`src/rtl/css_pkg.sv`:
```
`timescale 1ns / 1ps

package css_pkg;

   // Calendar limits.
   localparam logic [13:0] YEAR_MAX   = 14'd9999;
   localparam logic [3:0]  MONTH_MAX  = 4'd12;
   localparam logic [3:0]  MONTH_FEB  = 4'd2;
   localparam logic [4:0]  HOUR_MAX   = 5'd23;
   localparam logic [5:0]  MINUTE_MAX = 6'd59;
   localparam logic [5:0]  SECOND_MAX = 6'd59;
   localparam logic [4:0]  DAY_LONG   = 5'd31;

   // Year divided by 100 as (year * RECIP_100) >> RECIP_SHIFT, exact for every 14-bit year.
   localparam int          RECIP_SHIFT = 19;
   localparam logic [12:0] RECIP_100   = 13'd5243;
   localparam logic [6:0]  CENTURY     = 7'd100;

   typedef enum logic [1:0] {
      ST_IDLE,
      ST_LEAP,
      ST_RUN,
      ST_DONE
   } state_type;

   typedef struct packed {
      logic [13:0] year;
      logic [3:0]  month;
      logic [4:0]  day;
      logic [4:0]  hour;
      logic [5:0]  minute;
      logic [5:0]  second;
   } stamp_type;

   typedef struct packed {
      stamp_type next;
      logic      year_fault;
      logic      year_change;
   } step_result_type;

   // Length of a month; months outside 1..12 count as 31 days.
   function automatic logic [4:0] month_days(input logic [3:0] month, input logic leap);
      logic [4:0] days;
      case (month)
         MONTH_FEB: days = leap ? 5'd29 : 5'd28;
         4'd4:      days = 5'd30;
         4'd6:      days = 5'd30;
         4'd9:      days = 5'd30;
         4'd11:     days = 5'd30;
         default:   days = DAY_LONG;
      endcase
      return days;
   endfunction

endpackage

```
`src/rtl/css_leap_unit.sv`:
```
`timescale 1ns / 1ps

module css_leap_unit (
   input  logic        clock,
   input  logic        load,
   input  logic [13:0] year,
   output logic        leap
);
   import css_pkg::*;

   logic [13:0] year_ff;
   logic [7:0]  quot_ff;
   logic [26:0] prod;
   logic [14:0] back_prod;
   logic [13:0] rem;

   // The reciprocal product is registered before the second multiply.
   assign prod = 27'(year) * 27'(RECIP_100);

   always_ff @(posedge clock) begin
      if (load) begin
         year_ff <= year;
         quot_ff <= prod[RECIP_SHIFT +: 8];
      end
   end

   assign back_prod = 15'(quot_ff) * 15'(CENTURY);
   assign rem       = year_ff - back_prod[13:0];

   // A century year is a leap year only when its century count is a multiple of four.
   assign leap = (rem == 14'd0) ? (quot_ff[1:0] == 2'd0) : (year_ff[1:0] == 2'd0);

endmodule

```
`src/rtl/css_step_unit.sv`:
```
`timescale 1ns / 1ps

module css_step_unit (
   input  logic                     backward,
   input  logic                     leap,
   input  css_pkg::stamp_type       cur,
   output css_pkg::step_result_type result
);
   import css_pkg::*;

   logic [4:0] days_now;
   logic [4:0] days_prev;
   logic [3:0] month_dec;

   assign month_dec = cur.month - 4'd1;
   assign days_now  = month_days(cur.month, leap);
   assign days_prev = month_days(month_dec, leap);

   always_comb begin
      result             = '0;
      result.next        = cur;
      result.year_fault  = 1'b0;
      result.year_change = 1'b0;
      if (!backward) begin
         if (cur.second < SECOND_MAX) begin
            result.next.second = cur.second + 6'd1;
         end else begin
            result.next.second = 6'd0;
            if (cur.minute < MINUTE_MAX) begin
               result.next.minute = cur.minute + 6'd1;
            end else begin
               result.next.minute = 6'd0;
               if (cur.hour < HOUR_MAX) begin
                  result.next.hour = cur.hour + 5'd1;
               end else begin
                  result.next.hour = 5'd0;
                  if (cur.day < days_now) begin
                     result.next.day = cur.day + 5'd1;
                  end else begin
                     result.next.day = 5'd1;
                     if (cur.month < MONTH_MAX) begin
                        result.next.month = cur.month + 4'd1;
                     end else begin
                        result.next.month = 4'd1;
                        if (cur.year >= YEAR_MAX) begin
                           result.year_fault = 1'b1;
                        end else begin
                           result.next.year   = cur.year + 14'd1;
                           result.year_change = 1'b1;
                        end
                     end
                  end
               end
            end
         end
      end else begin
         if (cur.second > 6'd0) begin
            result.next.second = cur.second - 6'd1;
         end else begin
            result.next.second = SECOND_MAX;
            if (cur.minute > 6'd0) begin
               result.next.minute = cur.minute - 6'd1;
            end else begin
               result.next.minute = MINUTE_MAX;
               if (cur.hour > 5'd0) begin
                  result.next.hour = cur.hour - 5'd1;
               end else begin
                  result.next.hour = HOUR_MAX;
                  if (cur.day > 5'd1) begin
                     result.next.day = cur.day - 5'd1;
                  end else if (cur.month > 4'd1) begin
                     result.next.month = month_dec;
                     result.next.day   = days_prev;
                  end else if (cur.year == 14'd0) begin
                     result.year_fault = 1'b1;
                  end else begin
                     result.next.year   = cur.year - 14'd1;
                     result.next.month  = MONTH_MAX;
                     result.next.day    = DAY_LONG;
                     result.year_change = 1'b1;
                  end
               end
            end
         end
      end
   end

endmodule

```
`src/rtl/calendar_second_stepper.sv`:
```
`timescale 1ns / 1ps

// Calendar second stepper. A request beat carries a Gregorian date-time, a direction in
// req_tuser (0 adds, 1 subtracts) and a step count; the response beat carries that date-time
// moved by step_count seconds, with range_error in rsp_tuser when the year would leave
// 0..9999 (the starting date-time then comes back unchanged). After a request is accepted,
// ST_LEAP evaluates the leap year, ST_RUN moves one second per clock through a single shared
// step unit, and ST_DONE loads the response register once it is free; when the year rolls over
// mid-run, ST_LEAP evaluates the leap year again before stepping goes on. A starting year above
// 9999 or a zero count skips the stepping. The block takes one request at a time; a finished
// response waits in its own register, so the next request may be accepted and worked on while
// it is still unread.
module calendar_second_stepper (
   input  logic        clock,
   input  logic        reset,
   input  logic        req_tvalid,
   output logic        req_tready,
   // year[13:0], month[17:14], day[22:18], hour[27:23], minute[33:28],
   // second[39:34], step_count[47:40]
   input  logic [47:0] req_tdata,
   // op[0]
   input  logic [0:0]  req_tuser,
   output logic        rsp_tvalid,
   input  logic        rsp_tready,
   // new_year[13:0], new_month[17:14], new_day[22:18], new_hour[27:23],
   // new_minute[33:28], new_second[39:34]
   output logic [39:0] rsp_tdata,
   // range_error[0]
   output logic [0:0]  rsp_tuser
);
   import css_pkg::*;

   state_type       state_ff, state_in;
   stamp_type       start_ff, start_in;
   stamp_type       cur_ff, cur_in;
   logic            back_ff, back_in;
   logic [7:0]      count_ff, count_in;
   logic            err_ff, err_in;
   logic            rsp_valid_ff, rsp_valid_in;
   stamp_type       rsp_stamp_ff, rsp_stamp_in;
   logic            rsp_err_ff, rsp_err_in;

   logic            leap_load;
   logic            leap;
   step_result_type step;
   stamp_type       req_stamp;
   logic            req_beat;
   logic            out_free;

   assign req_stamp.year   = req_tdata[13:0];
   assign req_stamp.month  = req_tdata[17:14];
   assign req_stamp.day    = req_tdata[22:18];
   assign req_stamp.hour   = req_tdata[27:23];
   assign req_stamp.minute = req_tdata[33:28];
   assign req_stamp.second = req_tdata[39:34];

   // The leap year flag is loaded from cur_ff in ST_LEAP, before any step within that year.
   css_leap_unit u_leap (
      .clock (clock),
      .load  (leap_load),
      .year  (cur_ff.year),
      .leap  (leap)
   );

   css_step_unit u_step (
      .backward (back_ff),
      .leap     (leap),
      .cur      (cur_ff),
      .result   (step)
   );

   assign req_tready = (state_ff == ST_IDLE);
   assign req_beat   = req_tvalid && req_tready;
   // The response register is free when empty or when its beat is taken this cycle.
   assign out_free   = !rsp_valid_ff || rsp_tready;

   always_ff @(posedge clock) begin
      if (reset) begin
         state_ff     <= ST_IDLE;
         rsp_valid_ff <= 1'b0;
      end else begin
         state_ff     <= state_in;
         rsp_valid_ff <= rsp_valid_in;
      end
   end

   always_ff @(posedge clock) begin
      start_ff     <= start_in;
      cur_ff       <= cur_in;
      back_ff      <= back_in;
      count_ff     <= count_in;
      err_ff       <= err_in;
      rsp_stamp_ff <= rsp_stamp_in;
      rsp_err_ff   <= rsp_err_in;
   end

   always_comb begin
      state_in     = state_ff;
      start_in     = start_ff;
      cur_in       = cur_ff;
      back_in      = back_ff;
      count_in     = count_ff;
      err_in       = err_ff;
      rsp_stamp_in = rsp_stamp_ff;
      rsp_err_in   = rsp_err_ff;
      rsp_valid_in = rsp_valid_ff && !rsp_tready;
      leap_load    = 1'b0;

      case (state_ff)
         ST_IDLE: begin
            if (req_beat) begin
               start_in = req_stamp;
               cur_in   = req_stamp;
               back_in  = req_tuser[0];
               count_in = req_tdata[47:40];
               // A year beyond the calendar is refused before any stepping.
               err_in   = (req_stamp.year > YEAR_MAX);
               if ((req_stamp.year > YEAR_MAX) || (req_tdata[47:40] == 8'd0)) begin
                  state_in = ST_DONE;
               end else begin
                  state_in = ST_LEAP;
               end
            end
         end
         ST_LEAP: begin
            leap_load = 1'b1;
            state_in  = ST_RUN;
         end
         ST_RUN: begin
            if (step.year_fault) begin
               // The year would leave the calendar; the start is reported as is.
               err_in   = 1'b1;
               state_in = ST_DONE;
            end else begin
               cur_in   = step.next;
               count_in = count_ff - 8'd1;
               if (count_ff == 8'd1) begin
                  state_in = ST_DONE;
               end else if (step.year_change) begin
                  state_in = ST_LEAP;
               end
            end
         end
         ST_DONE: begin
            if (out_free) begin
               rsp_stamp_in = err_ff ? start_ff : cur_ff;
               rsp_err_in   = err_ff;
               rsp_valid_in = 1'b1;
               state_in     = ST_IDLE;
            end
         end
         default: begin
            state_in = ST_IDLE;
         end
      endcase
   end

   assign rsp_tvalid = rsp_valid_ff;
   assign rsp_tdata  = {rsp_stamp_ff.second, rsp_stamp_ff.minute, rsp_stamp_ff.hour,
                        rsp_stamp_ff.day, rsp_stamp_ff.month, rsp_stamp_ff.year};
   assign rsp_tuser  = rsp_err_ff;

endmodule

```
`config.mk`:
```
export PLATFORM = sky130hd
export DESIGN_NAME = calendar_second_stepper
export DESIGN_NICKNAME = d
export VERILOG_FILES = /design/src/rtl/css_pkg.sv /design/src/rtl/css_leap_unit.sv /design/src/rtl/css_step_unit.sv /design/src/rtl/calendar_second_stepper.sv
export SDC_FILE = /design/constraint.sdc
export NUM_CORES = 1
export LEC_CHECK = 0
export BUFFER_PORTS_ARGS = -buffer_cell sky130_fd_sc_hd__buf_4
export CAP_MARGIN = 20
export CORE_MARGIN = 4
export CORE_UTILIZATION = 60
export CTS_BUF_LIST = sky130_fd_sc_hd__clkbuf_8 sky130_fd_sc_hd__clkbuf_16
export CTS_CLUSTER_DIAMETER = 60
export DETAILED_ROUTE_END_ITERATION = 8
export HOLD_SLACK_MARGIN = 0.12
export PLACE_DENSITY = 0.8
export SYNTH_ARGS = -nofsm -noshare
export SYNTH_HDL_FRONTEND = slang
export SYNTH_SLANG_ARGS = --single-unit
```
`constraint.sdc`:
```
create_clock -name clock -period 12.28 [get_ports clock]
set_input_delay 0 -clock clock [delete_from_list [all_inputs] [get_ports clock]]
set_output_delay 0 -clock clock [all_outputs]
set_load 0.05 [all_outputs]
```
==> flow_metrics.tcl, run 1 <==
set metrics [dict create \
    dr.pass1.iters 7 \
    routed_wl_mm 29.27 \
    synthTopCellsByArea "edfxtp_1 37%, ha_1 18%, fa_1 11%" \
    cpMaxStageDelayCell "a2111oi_0" \
    post_dp_cell_area_sq_um 13430 \
    nNetsFinal 1625 \
    grt_pass1_wl_mm 48.88 \
    leakagePower_nw 6.443 \
    setup_viol 0 \
    grt_antenna_before_repair 0 \
    viasPerCell 5.822 \
    peakVddDrop_v 0.0002326 \
    grt_max_degree 87 \
    cts_buffers 17 \
    slew_violations 0 \
    whs_path_depth 2 \
    numClockSinks 156 \
    async_flop_share_pct 0 \
    path_max_fanout 9 \
    seq_area_sq_um 4654 \
    crit_start "cur_ff[36]" \
    yosysSeqAreaShare_pct 37.26 \
    r2r_start "cur_ff[36]" \
    final_layout_size_suffix_gt1_share_pct 12.83 \
    fin_skew_ns 0.01145 \
    wl_per_cell_um 18.17 \
    final_common_cell "ha_1" \
    synth_fp_nets 1488 \
    maxCapViolations 0 \
    mostFrequentLayoutCells "177 x ha_1, 153 x edfxtp_1, 149 x inv_1, 116 x nand2_1, 104 x o21ai_0" \
    status "finished, final reports clean" \
    final.period_utilization_pct 50.12 \
    powerDensity_nw_per_um2 294.1 \
    ios 96 \
    fillers 1347 \
    synth-seq-cells 156 \
    rows 52 \
    critPathCaptureType "register" \
    critPathMaxStageDelay_ns 0.63 \
    setup_tns_ns 0 \
    synth.top_cell.area_share_pct 36.78 \
    clk_pin_slew_ns 0.07 \
    period_minus_slack_ns 6.155 \
    critical_path_buf_inv_count 4 \
    postSynthAreaPerCell_sq_um 10.49 \
    place_hpwl_mm 21.11 \
    place_congestion 0.9440 \
    die_h_um 152.3 \
    cts_tree "done" \
    r2r_cells 19 \
    diodes 0 \
    p_total_w 0.004291 \
    vias 9379 \
    syn2layout_area_growth_pct 16.80 \
    die_x_um 152.3 \
    cts-root-buf "clkbuf_16" \
    min_to "back_ff" \
    path_delay_family "adder cells" \
    reg2reg_slack_ns 6.12 \
    final_area_sq_um 14590 \
    ctsHoldBuffers 53 \
    hold_viol_final 0 \
    multi_input_area_sq_um 7109 \
    hold_class "in2reg" \
    synthDistinctLibCells 72 \
    htreeDepth 4 \
    synth-edff-count 153 \
    slew_headroom_pct 31.90 \
    path_class "reg2reg" \
    grt_use_total_pct 25.89 \
    grt_overflow 0 \
    grt_pass1_vias 9512 \
    ant_nets 0 \
    synth_top_area_cell "edfxtp_1" \
    startpoint_type "register" \
    drtIter0Drc 823 \
    cts_resized 0 \
    synth-warning-count 0 \
    cts_setup_buffers 0 \
    cp.required_ns 12.43 \
    start_util_pct 61.35 \
    worstHoldStart "req_tuser" \
    core_sq_um 20360 \
    netlist_instances 1191 \
    drc 0 \
    critical_path.reg2reg.endpoint "u_leap.quot_ff[6]" \
    rsz0062_at_grt "false" \
    clk_latency_ns 0.43 \
    io_buffers 95 \
    fmax_ghz 0.1625 \
    arrival_ns 6.30 \
    dieArea_sq_um 23200 \
    synth_ff_type "edfxtp_1" \
    synth_area_sq_um 12490 \
    clk_path_buf_depth 2 \
    worstMarginPinSlew_ns 1.021 \
    crit_chain "ha_1 > inv_1 > fa_1 > inv_1 > fa_1 > inv_1 > fa_1 > fa_1 > inv_1 > ha_1 > a21o_1 > a2111oi_0 > nand2b_1 > o21ai_0 > a311oi_1 > o21a_1 > o21ai_1 > nor2b_1 > o311ai_0" \
]
## synth_stat cells (3+ instances only)
cell type / instances
ha_1: 177
edfxtp_1: 153
inv_1: 149
nand2_1: 116
o21ai_0: 105
fa_1: 67
nor2_1: 59
a21oi_1: 48
nor3_1: 33
xor2_1: 31
clkbuf_1: 29
xnor2_1: 26
nand3_1: 20
mux2_2: 16
a21o_1: 12
a31oi_1: 12
nand2b_1: 12
o21a_1: 11
nor2b_1: 9
nor4_1: 7
buf_1: 5
nand3b_1: 5
nand4_1: 5
a211oi_1: 4
and3_1: 4
buf_6: 4
mux2i_1: 4
o311ai_0: 4
a41o_1: 3
dfxtp_1: 3
o2111ai_1: 3
o22ai_1: 3
or2_2: 3
or3_1: 3
## final cells by class
class / instances / share of cell area [%]
Multi-Input combinational cell: 846 / 48.72
Sequential cell: 156 / 31.90
Timing Repair Buffer: 158 / 9.098
Inverter: 149 / 3.833
Clock buffer: 17 / 2.915
Tap cell: 270 / 2.315
Clock inverter: 15 / 1.218
## stage by stage
stage                     instances  setup WS [ns]  hold slack (ns)  utilization, %
after floorplan                1191          6.517          0.06907               -
after global placement         1523          6.471           0.1793           65.93
after detailed placement       1523          6.217           0.1796           65.93
after CTS                      1608          6.200           0.2797           71.50
after global routing           1611          5.745           0.2855           71.65
final                          1611          6.125           0.2852           71.65
## cells by family (layout without fill, tap and decap cells)
| logic type | count (synthesis) | count (layout) | share of synthesized area [%] |
|---|---|---|---|
| AO/OA/AOI/OAI | 236 | 236 | 11.86 |
| XOR/XNOR | 57 | 57 | 3.996 |
| adder cells (fa/ha/maj) | 244 | 244 | 28.46 |
| buffers and inverters | 189 | 339 | 5.979 |
| flip-flops | 156 | 156 | 37.26 |
| multiplexers | 20 | 20 | 1.763 |
| AND/OR/NAND/NOR | 289 | 289 | 10.69 |
## worst max path at each step
stage | depth (start not counted) | end
2_1_floorplan | 17 | cur_ff[26]
3_3_place_gp | 17 | cur_ff[29]
3_5_place_dp | 19 | u_leap.quot_ff[6]
4_1_cts | 19 | u_leap.quot_ff[6]
5_1_grt | 19 | u_leap.quot_ff[6]
6_report | 19 | u_leap.quot_ff[6]
## sequential cells by signal, summed over array words and instances (netlist names)
signal,count
back_ff,1
count_ff,8
cur_ff,40
err_ff,1
rsp_tdata,40
rsp_tuser,1
rsp_tvalid,1
start_ff,40
state_ff,2
u_leap.quot_ff,8
u_leap.year_ff,14
## routing by layer
metal / share of wire [%] / track usage, %
met5: 0 / 0
met4: 3.1 / 8.733
met3: 6.8 / 4.374
met2: 49 / 43.59
met1: 41 / 34.28
## power by group
part | internal [W] | leakage (nW) | total [W] | switching [W]
clock | 0.000307 | 0.289 | 0.000545 | 0.000238
combinational | 0.00127 | 4.70 | 0.00294 | 0.00167
sequential | 0.000714 | 1.46 | 0.000806 | 0.0000917
Power figures use the tool's default switching activity.
==> run 2: changes to the inputs <==
Clock period 12.28 ns to 5.7 ns, I/O delays scaled along.
==> run 2 against run 1 <==
- via count rose by 2.6%
- total power rose by 120%
- critical path depth fell by 2
- sequential power rose by 110%
- global-route usage rose by 0.86 points
- final cell count rose by 1.1%
- combinational power rose by 130%
- die area did not move
==> flow_metrics.tcl, run 2 (same netlist as run 1, synthesis figures left out) <==
set metrics [dict create \
    r2r_start "u_leap.quot_ff[2]" \
    p_total_w 0.009585 \
    grt_use_total_pct 26.75 \
    path_class "reg2reg" \
    fmax_ghz 0.1841 \
    start_util_pct 61.35 \
    setup_viol 0 \
    grt_overflow 0 \
    clk_pin_slew_ns 0.08 \
    viasPerCell 5.913 \
    routed_wl_mm 30.79 \
    dieArea_sq_um 23200 \
    min_to "start_ff[3]" \
    numClockSinks 156 \
    whs_path_depth 2 \
    nNetsFinal 1641 \
    fin_skew_ns 0.01248 \
    worstHoldStart "req_tdata[37]" \
    io_buffers 95 \
    startpoint_type "register" \
    reg2reg_slack_ns 0.27 \
    grt_pass1_vias 9861 \
    rows 52 \
    vias 9627 \
    place_hpwl_mm 21.92 \
    htreeDepth 4 \
    slew_violations 0 \
    cp.required_ns 5.78 \
    cts-root-buf "clkbuf_16" \
    die_h_um 152.3 \
    fillers 1340 \
    cts_buffers 17 \
    drc 0 \
    clk_path_buf_depth 2 \
    multi_input_area_sq_um 7151 \
    setup_tns_ns 0 \
    final_common_cell "ha_1" \
    grt_antenna_before_repair 1 \
    layout_setup_ws_ns 0.2674 \
    ios 96 \
    worstMarginPinSlew_ns 1.076 \
    mostFrequentLayoutCells "177 x ha_1, 153 x edfxtp_1, 149 x inv_1, 118 x buf_4, 116 x nand2_1" \
    hold_class "in2reg" \
    leakagePower_nw 6.554 \
    maxCapViolations 0 \
    hold_viol_final 0 \
    seq_area_sq_um 4654 \
    ant_nets 0 \
    dr.pass1.iters 5 \
    r2r_cells 17 \
    grt_pass1_wl_mm 50.29 \
    period_minus_slack_ns 5.433 \
    clk_latency_ns 0.43 \
    peakVddDrop_v 0.0005347 \
    syn2layout_area_growth_pct 18.45 \
    status "finished, final reports clean" \
    arrival_ns 5.51 \
    path_max_fanout 5 \
    wl_per_cell_um 18.91 \
    cts_tree "done" \
    die_x_um 152.3 \
    place_congestion 0.9203 \
    slew_headroom_pct 27.50 \
    place_worst_setup_slack_ns 0.05370 \
    powerDensity_nw_per_um2 647.8 \
    final_layout_size_suffix_gt1_share_pct 14.22 \
    critical_path.reg2reg.endpoint "cur_ff[24]" \
    drtIter0Drc 903 \
    final.period_utilization_pct 95.31 \
    core_sq_um 20360 \
    grt_max_degree 68 \
    critPathCaptureType "register" \
]
run 2: power breakdown:
group | switching (W) | total [W] | leakage [nW] | internal [W]
clock | 0.000531 | 0.00124 | 0.308 | 0.000709
sequential | 0.000158 | 0.00170 | 1.46 | 0.00154
combinational | 0.00376 | 0.00665 | 4.79 | 0.00289
total | 0.00445 | 0.00959 | 6.55 | 0.00514
run 2: worst max-delay path by stage:
stage                      start                 to  slack (ns)
2_1_floorplan         cur_ff[34]  u_leap.quot_ff[6]        0.29
3_3_place_gp          cur_ff[34]  u_leap.quot_ff[6]        0.26
3_5_place_dp          cur_ff[34]  u_leap.quot_ff[6]        0.05
4_1_cts               cur_ff[34]  u_leap.quot_ff[6]        0.08
5_1_grt        u_leap.quot_ff[2]         cur_ff[24]       -0.03
6_report       u_leap.quot_ff[2]         cur_ff[24]        0.27
run 2: worst max-delay path, cell delays in order, from the launching register on:
cell and delay [ns]:
edfxtp_1 0.42, ha_1 0.32, ha_1 0.31, fa_1 0.46, ha_1 0.35, and3_1 0.19
a221o_1 0.34, nor2_1 0.13, xor2_1 0.09, ha_1 0.36, nand3_1 0.15, nor3_2 0.27
a21oi_1 0.14, a2111o_1 0.38, or4_1 0.47, a211oi_2 0.24, nor2_1 0.10, a311oi_2 0.36
run 2: timing repair:
action | 4_1_cts | 5_1_grt
pin swaps | 0 | 1
endpoints found under the setup margin | 1 | 21
endpoints found under the hold margin | 94 | 0
hold buffers | 54 | 0
resized for setup | 1 | 7
buffers inserted | 0 | 0
run 2: layer usage:
metal | wire (um) | GRT usage, %
met1 | 12280 | 34.77
met2 | 15340 | 46.02
met3 | 2164 | 4.118
met4 | 1012 | 9.161
met5 | 0 | 0
run 2: area by class of cell:
| cell class | count | area share, % |
|---|---|---|
| inverters | 149 | 3.779 |
| flip-flops and latches | 156 | 31.45 |
| repair buffers | 174 | 9.926 |
| well taps | 270 | 2.283 |
| diodes | 1 | 0.01691 |
| clock buffers | 17 | 2.875 |
| clock inverters | 15 | 1.344 |
| multi-input cells | 846 | 48.32 |
run 2: through the flow:
stage / area (sq um) / std cells / hold WS [ns] / utilization, %
6_report: 14800 / 1628 / 0.2982 / 72.67
3_3_place_gp: 13550 / 1539 / 0.1796 / 66.52
5_1_grt: 14800 / 1628 / 0.3048 / 72.67
4_1_cts: 14710 / 1625 / 0.2869 / 72.25
2_1_floorplan: 12500 / 1191 / 0.06907 / -
3_5_place_dp: 13550 / 1539 / 0.1795 / 66.52
